<file path="src/sv/mss_ram.sv">
// Generic single-write, single-read RAM with registered read data
module mss_ram #(
	parameter int WIDTH = 8,
	parameter int DEPTH = 16,
	localparam int AW = (DEPTH > 1) ? $clog2(DEPTH) : 1
) (
	input  logic             clk,
	input  logic             we,
	input  logic [AW-1:0]    waddr,
	input  logic [WIDTH-1:0] wdata,
	input  logic             re,
	input  logic [AW-1:0]    raddr,
	output logic [WIDTH-1:0] rdata
);

	logic [WIDTH-1:0] mem [DEPTH];
	logic [WIDTH-1:0] rdata_q;

	// write port
	always_ff @(posedge clk) begin
		if (we) begin
			mem[waddr] <= wdata;
		end
	end

	// registered read port
	always_ff @(posedge clk) begin
		if (re) begin
			rdata_q <= mem[raddr];
		end
	end

	assign rdata = rdata_q;

endmodule

</file>
<file path="config.mk">
export PLATFORM = sky130hd
export DESIGN_NAME = mss_ram
export DESIGN_NICKNAME = d
export VERILOG_FILES = /design/src/sv/mss_ram.sv
export SDC_FILE = /design/constraint.sdc
export NUM_CORES = 1
export LEC_CHECK = 0
export BUFFER_PORTS_ARGS = -buffer_cell sky130_fd_sc_hd__buf_4
export CORE_ASPECT_RATIO = 2
export CORE_MARGIN = 2
export CORE_UTILIZATION = 40
export DETAILED_ROUTE_END_ITERATION = 8
export GPL_TIMING_DRIVEN = 0
export MAX_ROUTING_LAYER = met4
export PLACE_DENSITY = 0.57
export SLEW_MARGIN = 20
export SYNTH_ARGS = -nofsm -noshare
export SYNTH_HDL_FRONTEND = slang
export SYNTH_SLANG_ARGS = --single-unit
</file>
<file path="constraint.sdc">
create_clock -name clk -period 2.2 [get_ports clk]
set_clock_uncertainty 0.2 [all_clocks]
set_input_delay 0.33 -clock clk [delete_from_list [all_inputs] [get_ports clk]]
set_output_delay 0.33 -clock clk [all_outputs]
set_load 0.02 [all_outputs]
</file>
# After elaboration in Yosys (flattened, before gate mapping)
# Memories as Yosys holds them, arrays and structs flattened. A register that Yosys moved wholly into a read port is not among the register bits.
# Cells that the tools add are included.
dict set report word_totals {
  ff_bits 0
  ramBits 128
  output_inout_bits 8
  wordCells 3
  n_memories 1
}
dict set report op_classes {
  mux 2
}
# memory depth width read_ports rd_clocked_by_memory_dff write_ports line
set memory_table {}
lappend memory_table {mem 16 8 1 1 1 16} ;# logic [WIDTH-1:0] mem [DEPTH];
# op count
set op_table {}
lappend op_table {{1-bit two-way mux} 2}

# Logic depth before layout (Yosys ltp)
dict set report logic_depth {
  word_depth 2
  depth_mapped 5
  depth_no_buf 3
}

# Least setup slack after synthesis
# Ideal clock, no wire load.
dict set report synth_path {
  kind {input to register}
  start {input port waddr[2]}
  end {memory mem[0][0], enable pin}
  t_arrival_ns 1.440
  t_required_ns 1.617
  path_slack_ns 0.177
  path_stages 2
  n_path_buf 0
  path_cell_list {or3b_2 nor3_1}
}
# item line
set synth_rtl {}
lappend synth_rtl {{start: declaration} 9} ;# input logic [AW-1:0] waddr,
lappend synth_rtl {{end: declaration} 16}
# Straight into the memory's write port.

# Final worst setup path
dict set report layout_path {
  start {input port waddr[2]}
  end {memory mem[1][4], enable pin}
}
# Straight into the memory's write port.

==> qor.csv <==
metric,value,unit
ir_worst_vdd,0.5700,mV
min_from,wdata[6],
reg2reg_from,mem[1][1],
reg2reg_setup_slack,0.46,ns
drc,0,
routed-via-count,2389,
synth_area_leaders,"edfxtp_1, mux4_2, mux4_1, a22oi_1, nor2_1",
yosysMostFrequentCell,edfxtp_1,
rsz0062_at_grt,false,
synthFlopType,edfxtp_1,
syn_area,0.005228,mm2
netlist_top_cells_count,"edfxtp_1, mux4_2, a22oi_1, mux4_1, nor2_1",
timing.critical_path.cells,"buf_4, or3b_2, nor2_1",
drive_above_1_share,29.97,%
cts_resized,0,
die-area,0.01405,mm2
synth_cells,229,
die_w,84.84,um
timing_hold_violations_final,0,
critPathCaptureType,register,
nets,293,
regArea,0.004084,mm2
port_buffers,25,
power.total,0.006134,W
status,"finished, final reports clean",
r2r_cells,3,
yosysTopAreaCell,edfxtp_1,
gr-usage-all-layers,16.56,%
top_level_ports,27,
synth_enable_flop_cells,136,
crit_slowest_cell,nor2_1,
place_inst,406,
hold_path_class,in2reg,
coreArea,0.01292,mm2
utilization,48.34,%
area_growth,19.46,%
first_pass_iters,5,
instances_no_fill,439,
drt-total-wl,10500,um
fmax,0.5603,GHz
fin_area,0.006245,mm2
start_util,40.46,%
htreeDepth,4,
clockBufferDepth,2,
p_leak,2.080,nW
antenna_found_initial,0,
postSynthAreaPerCell,22.83,um2
ys_seq_area_share,78.12,%
cts_tree,done,
maxSlewViolCount,0,
hold_end,mem[13][6],
cts.sinks,136,
yosysWarnings,0,
crit_buf_inv,1,
grt_overflow,0,
arrival,1.62,ns
cts_made_buffers,17,
drt-vias-per-instance,5.442,
placed_cell_area,0.005625,mm2
worstSetupPathType,in2reg,
setup_violations,0,
hold_depth,1,
yosysTopAreaCellShare,78.12,%
wire_per_inst,23.93,um
worst_r2r_endpoint,rdata[1],
drv_cap,0,
grt_max_degree,17,
cts-root-buf,clkbuf_16,
period_share,81.13,%
max-slew-margin-rel,45.69,%
ant_nets,0,
fin_crit,1.785,ns
synth-seq-cells,136,
diodes,0,
postCtsSetupBuffers,0,
fill_cells,1066,
cellPowerDensity,982.3,mW/mm2
cp_top_family,simple AND/OR/NAND/NOR gates,
async_flop_share,0,%
cp-start-kind,input pin,
worst_slew_pin_slew,0.8116,ns
grt_pass1_vias,2595,
slowest_delay,0.64,ns
postSynthNetCount,248,
drt_iter0_drc,138,
clk_latency,0.41,ns
crit_fanout,8,
worstPathRequired,2.03,ns
dp_hpwl,7112,um
gp_congestion,0.8409,
die_h,165.7,um
rows,59,
grt_pass1_wl,15760,um
clk_pin_slew,0.05,ns
ys_types,18,
setup_tns,0,ns
multi_input_area,0.001077,mm2
registers in the layout, indices dropped and copies added, names as in the netlist:
signal / count
rdata: 8
mem: 128
placed cells by master (no fill, tap or decap):
master,count
nand2_1,9
or3b_2,1
dlygate4sd3_1,1
bufinv_16,4
nor2b_1,1
nand2b_1,2
nor3_2,4
clkinv_1,4
buf_4,26
and2b_1,1
buf_2,3
nand3_1,1
clkinvlp_4,1
and2_1,1
nor2_1,13
clkinv_2,3
clkinv_4,3
clkbuf_16,17
a22oi_1,16
nand3b_1,2
mux4_2,18
clkdlybuf4s25_2,3
edfxtp_1,136
buf_6,3
mux4_1,14
what timing repair did:
item / in CTS / in global routing
endpoints found under the hold margin: 8 / 0
setup endpoints to repair: 0 / 0
hold buffers: 1 / 0
worst max-delay path by stage:
stage,from,to,cells past startpoint,slack [ns]
finish,waddr[2],mem[1][4],3,0.42
global route,waddr[2],mem[1][4],3,0.32
CTS,waddr[2],mem[1][4],3,0.35
detailed placement,waddr[2],mem[1][1],3,-0.08
global placement,waddr[2],mem[0][3],3,-0.48
floorplan,waddr[2],mem[0][0],2,0.18
per-layer routing:
metal	global-route usage, %	up-vias	share of wire, %
met5	-	-	0
met4	7.315	0	2.9
met3	3.936	19	3.5
met2	28.55	68	57
met1	17.83	1227	36
li1	-	1075	-
per-stage QoR:
step	hold slack, ns	setup slack [ns]
3_3_place_gp	0.4083	-0.4812
3_5_place_dp	0.4177	-0.08211
4_1_cts	0.04633	0.3471
2_1_floorplan	0.2289	0.1771
5_1_grt	0.04702	0.3174
6_report	0.05274	0.4152
report_power, final:
| part | internal [W] | switching [W] |
|---|---|---|
| Clock | 0.00188 | 0.00102 |
| Sequential | 0.00292 | 0.0000122 |
| Combinational | 0.000131 | 0.000179 |
cells by family after synthesis:
family          count (synthesis)  synth area share, %
buf+inv                        10                1.651
simple gates                   35                3.136
mux                            32                14.79
compound gates                 16                2.298
flops                         136                78.12
area by class of cell:
class / count / share of cell area [%]
flip-flops and latches: 136 / 65.40
multi-input cells: 83 / 17.25
clock buffers: 17 / 6.812
repair buffers: 26 / 3.166
well taps: 152 / 3.045
clock inverters: 15 / 2.945
plain buffers: 10 / 1.382
(Power assumes the default switching activity.)
