File: src/sv/mss_pkg.sv
// Shared types, constants and the digit pattern table for the display controller
package mss_pkg;

	// default geometry
	localparam int MSS_DIGITS = 8;
	localparam int MSS_LINES  = 2;

	localparam int SEG_WIDTH = 8;

	// reciprocal of ten, used with a shift of 35
	localparam logic [31:0] RECIP_10 = 32'hCCCC_CCCD;

	localparam logic [SEG_WIDTH-1:0] SEG_BLANK = 8'h00;
	localparam logic [SEG_WIDTH-1:0] SEG_POINT = 8'h01;

	// command codes
	localparam logic [1:0] MODE_NUMBER = 2'd0;
	localparam logic [1:0] MODE_RAW    = 2'd1;
	localparam logic [1:0] MODE_SCAN   = 2'd2;

	// configuration register indexes
	localparam logic [1:0] CFG_COMMON_ANODE = 2'd0;
	localparam logic [1:0] CFG_BLINK_DIGIT  = 2'd1;
	localparam logic [1:0] CFG_BLINK_LINE   = 2'd2;
	localparam logic [1:0] CFG_BLINK_PERIOD = 2'd3;

	typedef struct packed {
		logic       common_anode;
		logic [2:0] blink_digit;
		logic       blink_line;
		logic [7:0] blink_period;
	} cfg_t;

	// scan stage towards the output
	typedef struct packed {
		logic       strobe;
		logic [3:0] sel;
		logic       blank;
	} scan_out_t;

	// decimal digit to segments a..g in bits 7..1
	function automatic logic [SEG_WIDTH-1:0] digit_pattern(input logic [3:0] d);
		logic [SEG_WIDTH-1:0] p;
		unique case (d)
			4'd0:    p = 8'b1111_1100;
			4'd1:    p = 8'b0110_0000;
			4'd2:    p = 8'b1101_1010;
			4'd3:    p = 8'b1111_0010;
			4'd4:    p = 8'b0110_0110;
			4'd5:    p = 8'b1011_0110;
			4'd6:    p = 8'b1011_1110;
			4'd7:    p = 8'b1110_0000;
			4'd8:    p = 8'b1111_1110;
			4'd9:    p = 8'b1111_0110;
			default: p = SEG_BLANK;
		endcase
		return p;
	endfunction

endpackage

File: src/sv/mss_scan.sv
// Scan position and blink timer; issues the store read for each scan tick
module mss_scan #(
	parameter int DIGITS = 8,
	parameter int LINES = 2,
	parameter int AW = 4
) (
	input  logic               clk,
	input  logic               arst_n,
	input  logic               tick,
	input  mss_pkg::cfg_t      cfg,
	output logic               rd_en,
	output logic [AW-1:0]      rd_addr,
	output mss_pkg::scan_out_t scan_s1
);

	import mss_pkg::*;

	localparam int DIG_W  = (DIGITS > 1) ? $clog2(DIGITS) : 1;
	localparam int LINE_W = (LINES > 1) ? $clog2(LINES) : 1;

	logic [DIG_W-1:0]  digit_q;
	logic [LINE_W-1:0] line_q;
	logic [7:0]        count_q;
	logic              phase_q;

	logic [7:0] count_inc;
	logic [7:0] count_n;
	logic       phase_n;
	logic       blank;

	logic       strobe_s1;
	logic [3:0] sel_s1;
	logic       blank_s1;

	// blink timer as seen by this tick
	assign count_inc = count_q + 8'd1;
	always_comb begin
		count_n = count_q;
		phase_n = phase_q;
		if (cfg.blink_period != 8'd0) begin
			if (count_inc == cfg.blink_period) begin
				phase_n = ~phase_q;
				count_n = 8'd0;
			end else begin
				count_n = count_inc;
			end
		end else begin
			phase_n = 1'b0;
		end
	end

	assign blank = phase_n && (32'(digit_q) == 32'(cfg.blink_digit))
	               && (32'(line_q) == 32'(cfg.blink_line));

	assign rd_en   = tick;
	assign rd_addr = AW'(32'(line_q) * DIGITS + 32'(digit_q));

	// scan position and blink state
	always_ff @(posedge clk or negedge arst_n) begin
		if (!arst_n) begin
			digit_q <= '0;
			line_q  <= '0;
			count_q <= 8'd0;
			phase_q <= 1'b0;
		end else if (tick) begin
			count_q <= count_n;
			phase_q <= phase_n;
			if (32'(digit_q) == DIGITS - 1) begin
				digit_q <= '0;
				if (32'(line_q) == LINES - 1) begin
					line_q <= '0;
				end else begin
					line_q <= line_q + LINE_W'(1);
				end
			end else begin
				digit_q <= digit_q + DIG_W'(1);
			end
		end
	end

	// result strobe, aligned with the read data
	always_ff @(posedge clk or negedge arst_n) begin
		if (!arst_n) begin
			strobe_s1 <= 1'b0;
		end else begin
			strobe_s1 <= tick;
		end
	end

	always_ff @(posedge clk) begin
		if (tick) begin
			sel_s1   <= 4'(32'(line_q) * DIGITS + 32'(digit_q));
			blank_s1 <= blank;
		end
	end

	assign scan_s1 = '{strobe: strobe_s1, sel: sel_s1, blank: blank_s1};

endmodule

File: config.mk
export PLATFORM = sky130hd
export DESIGN_NAME = mss_scan
export DESIGN_NICKNAME = d
export VERILOG_FILES = /design/src/sv/mss_pkg.sv /design/src/sv/mss_scan.sv
export SDC_FILE = /design/constraint.sdc
export NUM_CORES = 1
export LEC_CHECK = 0
export BUFFER_PORTS_ARGS = -buffer_cell sky130_fd_sc_hd__buf_2
export CAP_MARGIN = 15
export CORE_MARGIN = 5
export CORE_UTILIZATION = 50
export DETAILED_ROUTE_END_ITERATION = 12
export PLACE_DENSITY = 0.75
export RECOVER_POWER = 100
export SETUP_SLACK_MARGIN = 0.05
export SLEW_MARGIN = 10
export SYNTH_ARGS = -nofsm -noshare
export SYNTH_HDL_FRONTEND = slang
export SYNTH_SLANG_ARGS = --single-unit
File: constraint.sdc
create_clock -name clk -period 2.84 [get_ports clk]
set_input_delay 0.568 -clock clk [delete_from_list [all_inputs] [get_ports clk]]
set_output_delay 0.568 -clock clk [all_outputs]
set_load 0.01 [all_outputs]
Word level (Yosys, flattened, before mapping)
Cells that the tools add are included.
{"block": "op_classes", "bitwise_logic": 1, "n_reduce_logical": 5, "mux": 5, "addsub": 4, "n_eq_ne": 4}
{"cell": "adder 8 x 1 -> 8 bit, second input constant", "n": 1}
{"cell": "== test 8 bit", "n": 1}
{"cell": "2-to-1 mux 8 bit", "n": 1}
{"cell": "nonzero test 8 bit", "n": 1}
{"cell": "adder 4 x 3 -> 4 bit", "n": 1}
{"cell": "AND reduction 2 bit", "n": 2}
{"cell": "adder 3 x 1 -> 3 bit, second input constant", "n": 1}
{"cell": "== test 3 bit", "n": 1}
{"cell": "== test 3 bit, second input constant", "n": 1}
{"cell": "2-to-1 mux 1 bit", "n": 3}
{"cell": "2-to-1 mux 3 bit", "n": 1}
{"cell": "logical AND 1 bit", "n": 2}
{"cell": "adder 1 bit, second input constant", "n": 1}
{"cell": "== test 1 bit", "n": 1}
{"cell": "NOT 1 bit", "n": 1}
{"block": "word_totals", "out_inout_bits": 11, "regBits": 19, "in_bits": 16, "word_cells": 26}

Depth between registers and ports, before layout
Gate-level depths: netlist of run 1.
{"block": "depth", "depth_word": 6, "ltp_mapped": 9}

Worst setup path before layout of run 1
No wires, ideal clock.
{"block": "synth_path", "kind": "register to register", "startpoint": "register count_q[0]", "endpoint": "register phase_q", "path_slack_ps": 329, "stages_incl_launch_ff": 10, "setup_time_ps": 87, "t_arrival_ps": 2424, "period_less_slack_ps": 2511, "path_buffers": 2, "path_cell_list": "dfrtp_1 > ha_1 > buf_2 > nand3_1 > or2_2 > xnor2_1 > or4_1 > clkbuf_2 > or4_1 > o211ai_1"}
{"block": "synth_via", "elab_chain_len": 4}
{"element": "start, declared", "line_no": "mss_scan.sv:23", "text": "logic [7:0] count_q;"}
{"element": "start signal, assigned", "line_no": "mss_scan.sv:66", "text": "count_q <= count_n;"}
{"element": "adder 8 x 1 -> 8 bit", "line_no": "mss_scan.sv:36", "text": "assign count_inc = count_q + 8'd1;"}
{"element": "== test 8 bit", "line_no": "mss_scan.sv:41", "text": "if (count_inc == cfg.blink_period) begin"}
{"element": "2-to-1 mux 1 bit", "line_no": "mss_scan.sv:41"}
{"element": "2-to-1 mux 1 bit", "line_no": "mss_scan.sv:40", "text": "if (cfg.blink_period != 8'd0) begin"}
{"element": "end signal, assigned", "line_no": "mss_scan.sv:67", "text": "phase_q <= phase_n;"}
{"element": "end, declared", "line_no": "mss_scan.sv:24", "text": "logic phase_q;"}
No other way between the ends.
A chain may end at the register's enable or synchronous reset.

Worst setup path in the final report of run 1
{"block": "layout_path", "startpoint": "register count_q[0]", "endpoint": "register count_q[5]"}
{"block": "layout_via", "elab_chain_len": 3}
{"element": "adder 8 x 1 -> 8 bit (*)", "line_no": "mss_scan.sv:36"}
{"element": "== test 8 bit", "line_no": "mss_scan.sv:41"}
{"element": "2-to-1 mux 8 bit (*)", "line_no": "mss_scan.sv:41"}
Every way passes the cells marked *; elsewhere a longest branch is shown, timed or not.

==> results of run 1 <==
[power breakdown]
part / switching [mW] / internal, mW / total, mW
clock: 0.0863 / 0.0526 / 0.139
sequential: 0.128 / 0.384 / 0.512
combinational: 0.237 / 0.198 / 0.435
[synthesized netlist by cell type, types with 2 or more instances]
cell type   n  area share [%]
nand2_1    14             4.4
o21ai_0    17             7.1
inv_1       3            0.94
dfrtp_1    14              29
xor2_1      8             5.9
buf_4       4             2.5
ha_1        3             3.1
nor3_1      6             2.5
nor2_1      4             1.3
clkbuf_1    2            0.63
o211ai_1    3             1.9
mux2_2      2             1.9
mux2i_1     2             1.7
edfxtp_1    5              13
xnor2_1     8             5.9
or2_2       2             1.0
nor4_1      5             2.6
or4_1       2             1.3
buf_2       2            0.84
nand3_1     3             1.3
[kinds of logic (layout without fill, tap and decap cells)]
group           Yosys count  in the layout
simple gates             47             47
compound gates           24             24
mux                       4              4
xor+xnor                 17             17
fa+ha+maj                 3              3
flops                    19             19
buf+inv                  12             36
[path summary, 6_finish.rpt]
check                        endpoint  cells past startpoint  slack (ps)  startpoint
hold reg to reg            count_q[7]                      2         560  count_q[7]
min in group clk           count_q[7]                      2         560  count_q[7]
setup / recovery           count_q[5]                      9         300  count_q[0]
hold / removal                 line_q                      1         330      arst_n
max in group asynchronous  digit_q[2]                      1        1990      arst_n
setup reg to reg           count_q[5]                      9         300  count_q[0]
[per-stage QoR]
step / instances / utilization (%) / instance area [sq um] / power [mW] / setup WS, ps
after global routing: 178 / 59.3 / 1340 / 1.18 / 145
final: 178 / 59.3 / 1340 / 1.09 / 296
after detailed placement: 174 / 59.2 / 1330 / 0.967 / 434
after floorplan: 126 / - / 1200 / 0.827 / 329
after CTS: 178 / 60.4 / 1360 / 1.11 / 394
after global placement: 174 / 59.2 / 1330 / 0.940 / 450
[cell type report]
| cell class | count | area [sq um] |
|---|---|---|
| fillers | 222 | 917 |
| multi-input cells | 95 | 632 |
| flip-flops and latches | 19 | 500 |
| repair buffers | 29 | 131 |
| well taps | 28 | 35.0 |
| clock buffers | 3 | 22.5 |
| inverters | 3 | 11.3 |
| clock inverters | 1 | 5.00 |
[registers in the layout, indices dropped and copies added, names as in the netlist]
signal	flops
phase_q	1
sel_s1	4
blank_s1	1
digit_q	3
count_q	8
strobe_s1	1
line_q	1
[layer usage]
layer,wire length [microns],global-route usage (%)
met5,0,0
met4,14,4.21
met3,146,4.82
met2,1320,26.8
met1,1120,20.0
==> metrics, run 1 <==
status finished clean; YS warnings 0; Compound-Gate Fraction of Synth Area 11.8%; Final Hold Fails 0; WL final 2600 microns; H-Tree Level Count 1; GRT Util Overall 16.0%; Async SR Flop Fraction 73.7%; clock slew seen by the registers of the worst setup and hold paths 110 ps; Post-CTS Hold Buffers 0; # diodes 0; FF+latch count, synth 19; Post-Synth XOR/XNOR Area 13.1%; hold slack final 327 ps; RSZ-0062 raised after global routing no; CP bufs+invs 2; Clock Latency Late Sink 300 ps; DRT iter0 DRCs 23; die area 3470 sq um; routed len/inst 14.6 microns; max_cap viols 0; global-route wire length before repair 4310 microns; critical path, cell by cell ha_1, clkbuf_1, xor2_1, nand2_1, a2bb2oi_1, or3_2, nor4_1, buf_4, o21ai_0; Mean Syn Cell Area 9.49 sq um; I/O pin total 27; post-route ant nets 0; commonest non-fill, non-tap cell in the layout o21ai_0; Cell Pwr Density 812 nW/um^2; measured slew at the worst slew-check pin 841 ps; largest family of logic cells by synthesized area simple AND/OR/NAND/NOR gates; Post-Synth Adder-Cell Area 3.14%; setup TNS 0 ps; Worst Setup Start Kind register; routability congestion estimate 0.876; Root Driver clkbuf_4; most frequent cells in the layout o21ai_0, clkbuf_1, nand2_1, dfrtp_1, buf_2; P_leak 0.516 nW; post-CTS resize count 0; Worst EP required 3020 ps; die height 58.9 microns; Slew Viols, Final 0; crit path kind reg2reg; syn_nets 145; post-route DRC violation count 0; clk sinks 19; CTS tree done; Worst EP arrival 2720 ps; crit-path max cell delay 510 ps; Vias 1007; CTS Buffer Depth 2; Final Cycle Share 89.6%; Peak VDD IR 0.578 mV; Remaining Overflow, GRT 0; clock buffer count from CTS 3; Detailed Place HPWL 1990 microns; CP max FO 6; max_slew headroom 44.0%; Max Fclk 393 MHz; # setup viols final 0; Worst path slowest cell or3_2; CP endpoint kind register; number of synthesized flops with an enable pin 5; sequential area share after synthesis 41.8%; kind of path behind the tightest hold check in2async; largest net degree at the start of global routing 18; Unique masters post-synth 37; cell family with most CP delay simple AND/OR/NAND/NOR gates; Initial Util 53.1%; Clock Skew 8.58 ps; Nets 170; Mapped Area 1200 sq um; antenna violations before repair 0; DRT Pass-1 Iters 4; Core Rows 17; vias in the first global route 988; die span in x 58.9 microns; Port Buf Inserts 25; Layout area overhead 11.8%; number of vias per cell 5.66; CORE AREA 2250 sq um; number of post-CTS setup repair buffers 0; Synth Instances 126; dominant synthesized flop cell dfrtp_1; fin crit period 2540 ps; post-synthesis mux area share 3.56%; layout cells sized above 1 19.3%; post-synthesis simple-gate area fraction 21.2%
Power figures use the tool's default switching activity.
==> inputs of run 2 (changes only) <==
CAP_MARGIN = not set   (was 15)
CORE_MARGIN = 4   (was 5)
RECOVER_POWER = not set   (was 100)
==> run 2 against run 1 <==
Against the previous run: sequential share of layout area is 0.65 points lower; routed wire length is 1.5% higher; via count is 2.3% higher; critical path depth is 1 lower; clock power hardly changed; total power is 1.2% higher; count of clock-buffer cells in the layout stayed put; final cell count stayed put; clock skew is 1.4 ps higher; sequential power hardly changed; worst setup slack better by 56 ps; hold slack worse by 180 ps; critical path type unchanged; critical endpoint is now blank_s1; largest power group unchanged.
==> metrics, run 2 (synthesis gave the netlist of run 1 again) <==
status finished clean; post-CTS resize count 0; max_cap viols 0; setup TNS 0 ps; largest net degree at the start of global routing 18; Core Rows 17; max FFs per register 8; CTS tree done; Nets 170; kind of path behind the tightest hold check in2async; Detailed Place HPWL 2040 microns; Worst path slowest cell or3_2; CORE AREA 2250 sq um; largest registers count_q: 8 flops, sel_s1: 4 flops, digit_q: 3 flops; routability congestion estimate 0.883; I/O pin total 27; crit path kind reg2reg; die height 56.9 microns; Clock Latency Late Sink 300 ps; RSZ-0062 raised after global routing no; post-route DRC violation count 0; DRT iter0 DRCs 19; die area 3240 sq um; Post-CTS Hold Buffers 0; clk sinks 19; DRT Pass-1 Iters 4; fin crit period 2490 ps; Port Buf Inserts 25; antenna violations before repair 0; Peak VDD IR 0.685 mV; Slew Viols, Final 0; Worst Setup Start Kind register; number of post-CTS setup repair buffers 0; # diodes 0; routed len/inst 14.8 microns; clock buffer count from CTS 3; Vias 1030; CP max FO 6; Clock Skew 9.96 ps; H-Tree Level Count 1; # setup viols final 0; max_slew headroom 64.5%; WL final 2640 microns; crit-path max cell delay 510 ps; most frequent cells in the layout buf_2, o21ai_0, nand2_1, dfrtp_1; measured slew at the worst slew-check pin 530 ps; Most flops, register count_q; P_leak 0.561 nW; CTS Buffer Depth 2; post-route ant nets 0; Max Fclk 402 MHz; Worst EP required 3000 ps; Final Cycle Share 87.6%; commonest non-fill, non-tap cell in the layout buf_2; Placed Area 1330 sq um; Initial Util 53.1%; Layout area overhead 13.8%; clock slew seen by the registers of the worst setup and hold paths 110 ps; Root Driver clkbuf_4; GRT Util Overall 18.4%; Final Hold Fails 0; vias in the first global route 1077; global-route wire length before repair 4720 microns; number of vias per cell 5.79; Worst EP arrival 2650 ps; CP endpoint kind register; Remaining Overflow, GRT 0; die span in x 56.9 microns; Cell Pwr Density 807 nW/um^2; FILL cells 193; critical path, cell by cell ha_1, buf_4, xor2_1, nand2_1, a2bb2oi_1, or3_2, nor3_1, mux2i_1; layout cells sized above 1 29.3%; fin area 1360 sq um
-- run 2: cell types whose count changed in the layout (fill, tap and decap cells not counted) --
cell	delta
clkbuf_1	-15
buf_4	+2
buf_2	+13
-- run 2: where the power goes --
| part | leakage [nW] | switching (mW) | total, mW | internal, mW |
|---|---|---|---|---|
| Sequential | 0.212 | 0.127 | 0.511 | 0.384 |
| Clock | 0.0177 | 0.0848 | 0.137 | 0.0525 |
| Combinational | 0.331 | 0.234 | 0.451 | 0.216 |
| Total | 0.561 | 0.446 | 1.10 | 0.653 |
-- run 2: per-stage QoR --
| step | hold slack (ps) | cells | total power, mW | util [%] | worst slack, ps |
|---|---|---|---|---|---|
| floorplan | 272 | 126 | 0.827 | - | 329 |
| global placement | 479 | 174 | 0.938 | 59.2 | 449 |
| detailed placement | 491 | 174 | 0.971 | 59.2 | 368 |
| CTS | 151 | 178 | 1.11 | 60.4 | 336 |
| global route | 138 | 178 | 1.21 | 60.4 | 174 |
| finish | 144 | 178 | 1.10 | 60.4 | 352 |
-- run 2: worst paths after layout --
check,start,slack [ps],endpoint,cells after the start
min in group clk,tick,520,strobe_s1,1
max in group asynchronous,arst_n,2440,digit_q[0],1
worst max-delay path,count_q[0],350,blank_s1,8
worst min register to register,line_q,540,line_q,1
worst min-delay path,arst_n,140,line_q,1
worst max register to register,count_q[0],350,blank_s1,8
-- run 2: cell type report --
type,count,area [sq um],area share (%)
timing repair buffer,29,155,11.4
multi-input combinational,95,632,46.4
clock buffer,3,22.5,1.65
sequential,19,500,36.8
tap,28,35.0,2.57
inverter,3,11.3,0.827
clock inverter,1,5.00,0.368
-- run 2: per-layer routing --
layer / GRT usage, % / vias up / wire, microns
met5: 0 / - / 0
met4: 4.30 / 0 / 11
met3: 5.52 / 2 / 136
met2: 32.0 / 31 / 1380
met1: 22.2 / 500 / 1110
li1: - / 497 / -
-- run 2: worst max-delay path: cells and delay by family (launching register included) --
family | cells | cell delay (ps)
compound gates | 1 | 150
xor+xnor | 1 | 170
fa+ha+maj | 1 | 250
buf+inv | 1 | 170
flops | 1 | 450
mux | 1 | 240
simple gates | 3 | 910
==> inputs of run 3 (changes only) <==
CORE_MARGIN = 3   (was 4)
REMOVE_ABC_BUFFERS = 1   (was not set)
==> run 3 against run 2 <==
Against the previous run: sequential cell count is the same; count of clock-buffer cells in the layout grew 1; sequential share of layout area is essentially flat; final cell count is the same; non-clock buffer count is the same; combinational power is essentially flat; hold slack gained 9.6 ps; worst setup slack gained 17 ps; clock power is essentially flat; clock skew shrank 5.5 ps; critical path type unchanged; critical endpoint is now phase_q.
==> metrics, run 3 (synthesis gave the netlist of run 1 again) <==
post-route ant nets 0; CP endpoint kind register; crit path kind reg2reg; Clock Latency Late Sink 290 ps; die span in x 54.9 microns; Worst EP required 3050 ps; GRT Util Overall 18.9%; most frequent cells in the layout buf_2, o21ai_0, nand2_1, dfrtp_1; Layout area overhead 13.7%; DRT Pass-1 Iters 4; Final Cycle Share 87.0%; max_cap viols 0; layout cells sized above 1 28.7%; hold slack final 153 ps; post-CTS resize count 0; RSZ-0062 raised after global routing no; cell family with most CP delay simple AND/OR/NAND/NOR gates; CTS Buffer Depth 2; Max Fclk 405 MHz; Most flops, register count_q; # setup viols final 0; vias in the first global route 866; cell mode on critical path or4_1; fin area 1360 sq um; Worst Setup Start Kind register; largest net degree at the start of global routing 18; Post-CTS Hold Buffers 0; CP max FO 6; # diodes 0; largest registers count_q: 8 flops, sel_s1: 4 flops, digit_q: 3 flops; Worst EP arrival 2690 ps; WL final 2510 microns; Port Buf Inserts 25; max FFs per register 8; Detailed Place HPWL 1960 microns; Core Rows 17; clk sinks 19; antenna violations before repair 0; Clock Skew 4.46 ps; die area 3020 sq um; Util after Layout 60.9%; fin crit period 2470 ps; Initial Util 53.6%; Root Driver clkbuf_4; CP bufs+invs 0; kind of path behind the tightest hold check in2async; critical path, cell by cell ha_1, nand3_1, or2_2, xnor2_1, or4_1, or4_1, o211ai_1; max_slew headroom 62.2%; measured slew at the worst slew-check pin 564 ps; CTS tree done; DRT iter0 DRCs 15; clock slew seen by the registers of the worst setup and hold paths 110 ps; Slew Viols, Final 0; number of vias per cell 5.69; Remaining Overflow, GRT 0; Cell Pwr Density 806 nW/um^2; I/O pin total 27; H-Tree Level Count 1; global-route wire length before repair 3970 microns; Peak VDD IR 0.484 mV; number of post-CTS setup repair buffers 0; Vias 1013; P_leak 0.558 nW; CORE AREA 2230 sq um; routed len/inst 14.1 microns; Nets 170; routability congestion estimate 0.851; status finished clean; Final Hold Fails 0; commonest non-fill, non-tap cell in the layout buf_2; setup TNS 0 ps; Placed Area 1330 sq um; clock buffer count from CTS 3; die height 54.9 microns; crit-path max cell delay 500 ps; Worst path slowest cell or4_1; post-route DRC violation count 0
run 3: changes by cell type in the layout (fill, tap and decap cells not counted):
| cell | before | now |
|---|---|---|
| clkinv_2 | 1 | 0 |
| clkbuf_1 | 0 | 1 |
run 3: stage by stage:
stage	std cells	setup slack, ps	power (mW)
6_report	178	369	1.10
5_1_grt	178	227	1.19
4_1_cts	178	400	1.10
3_5_place_dp	174	425	0.967
3_3_place_gp	174	450	0.940
2_1_floorplan	117	349	0.803
run 3: cell type report:
cell class | instances | area, sq um
Sequential cell | 19 | 500
Timing Repair Buffer | 29 | 155
Fill cell | 204 | 873
Tap cell | 28 | 35.0
Clock buffer | 4 | 26.3
Inverter | 3 | 11.3
Multi-Input combinational cell | 95 | 632
run 3: metal layers:
metal / GRT usage (%) / up-vias / part of all wire (%)
li1: - / 493 / -
met1: 23.5 / 491 / 41
met2: 32.5 / 27 / 53
met3: 5.63 / 2 / 4.9
met4: 3.64 / 0 / 0.40
met5: 0 / - / 0
run 3: worst paths after layout:
| kind | start | end | slack, ps | cells after the start |
|---|---|---|---|---|
| worst max-delay path | count_q[0] | phase_q | 370 | 7 |
| worst min-delay path | arst_n | count_q[2] | 150 | 1 |
| worst max register to register | count_q[0] | phase_q | 370 | 7 |
| worst min register to register | line_q | line_q | 550 | 1 |
| max in group asynchronous | arst_n | line_q | 2440 | 1 |
| min in group clk | tick | strobe_s1 | 540 | 1 |
run 3: where the power goes:
part | switching [mW] | leakage (nW) | total [mW] | internal (mW)
registers | 0.128 | 0.212 | 0.512 | 0.384
logic | 0.233 | 0.331 | 0.448 | 0.215
clock network | 0.0805 | 0.0150 | 0.135 | 0.0546
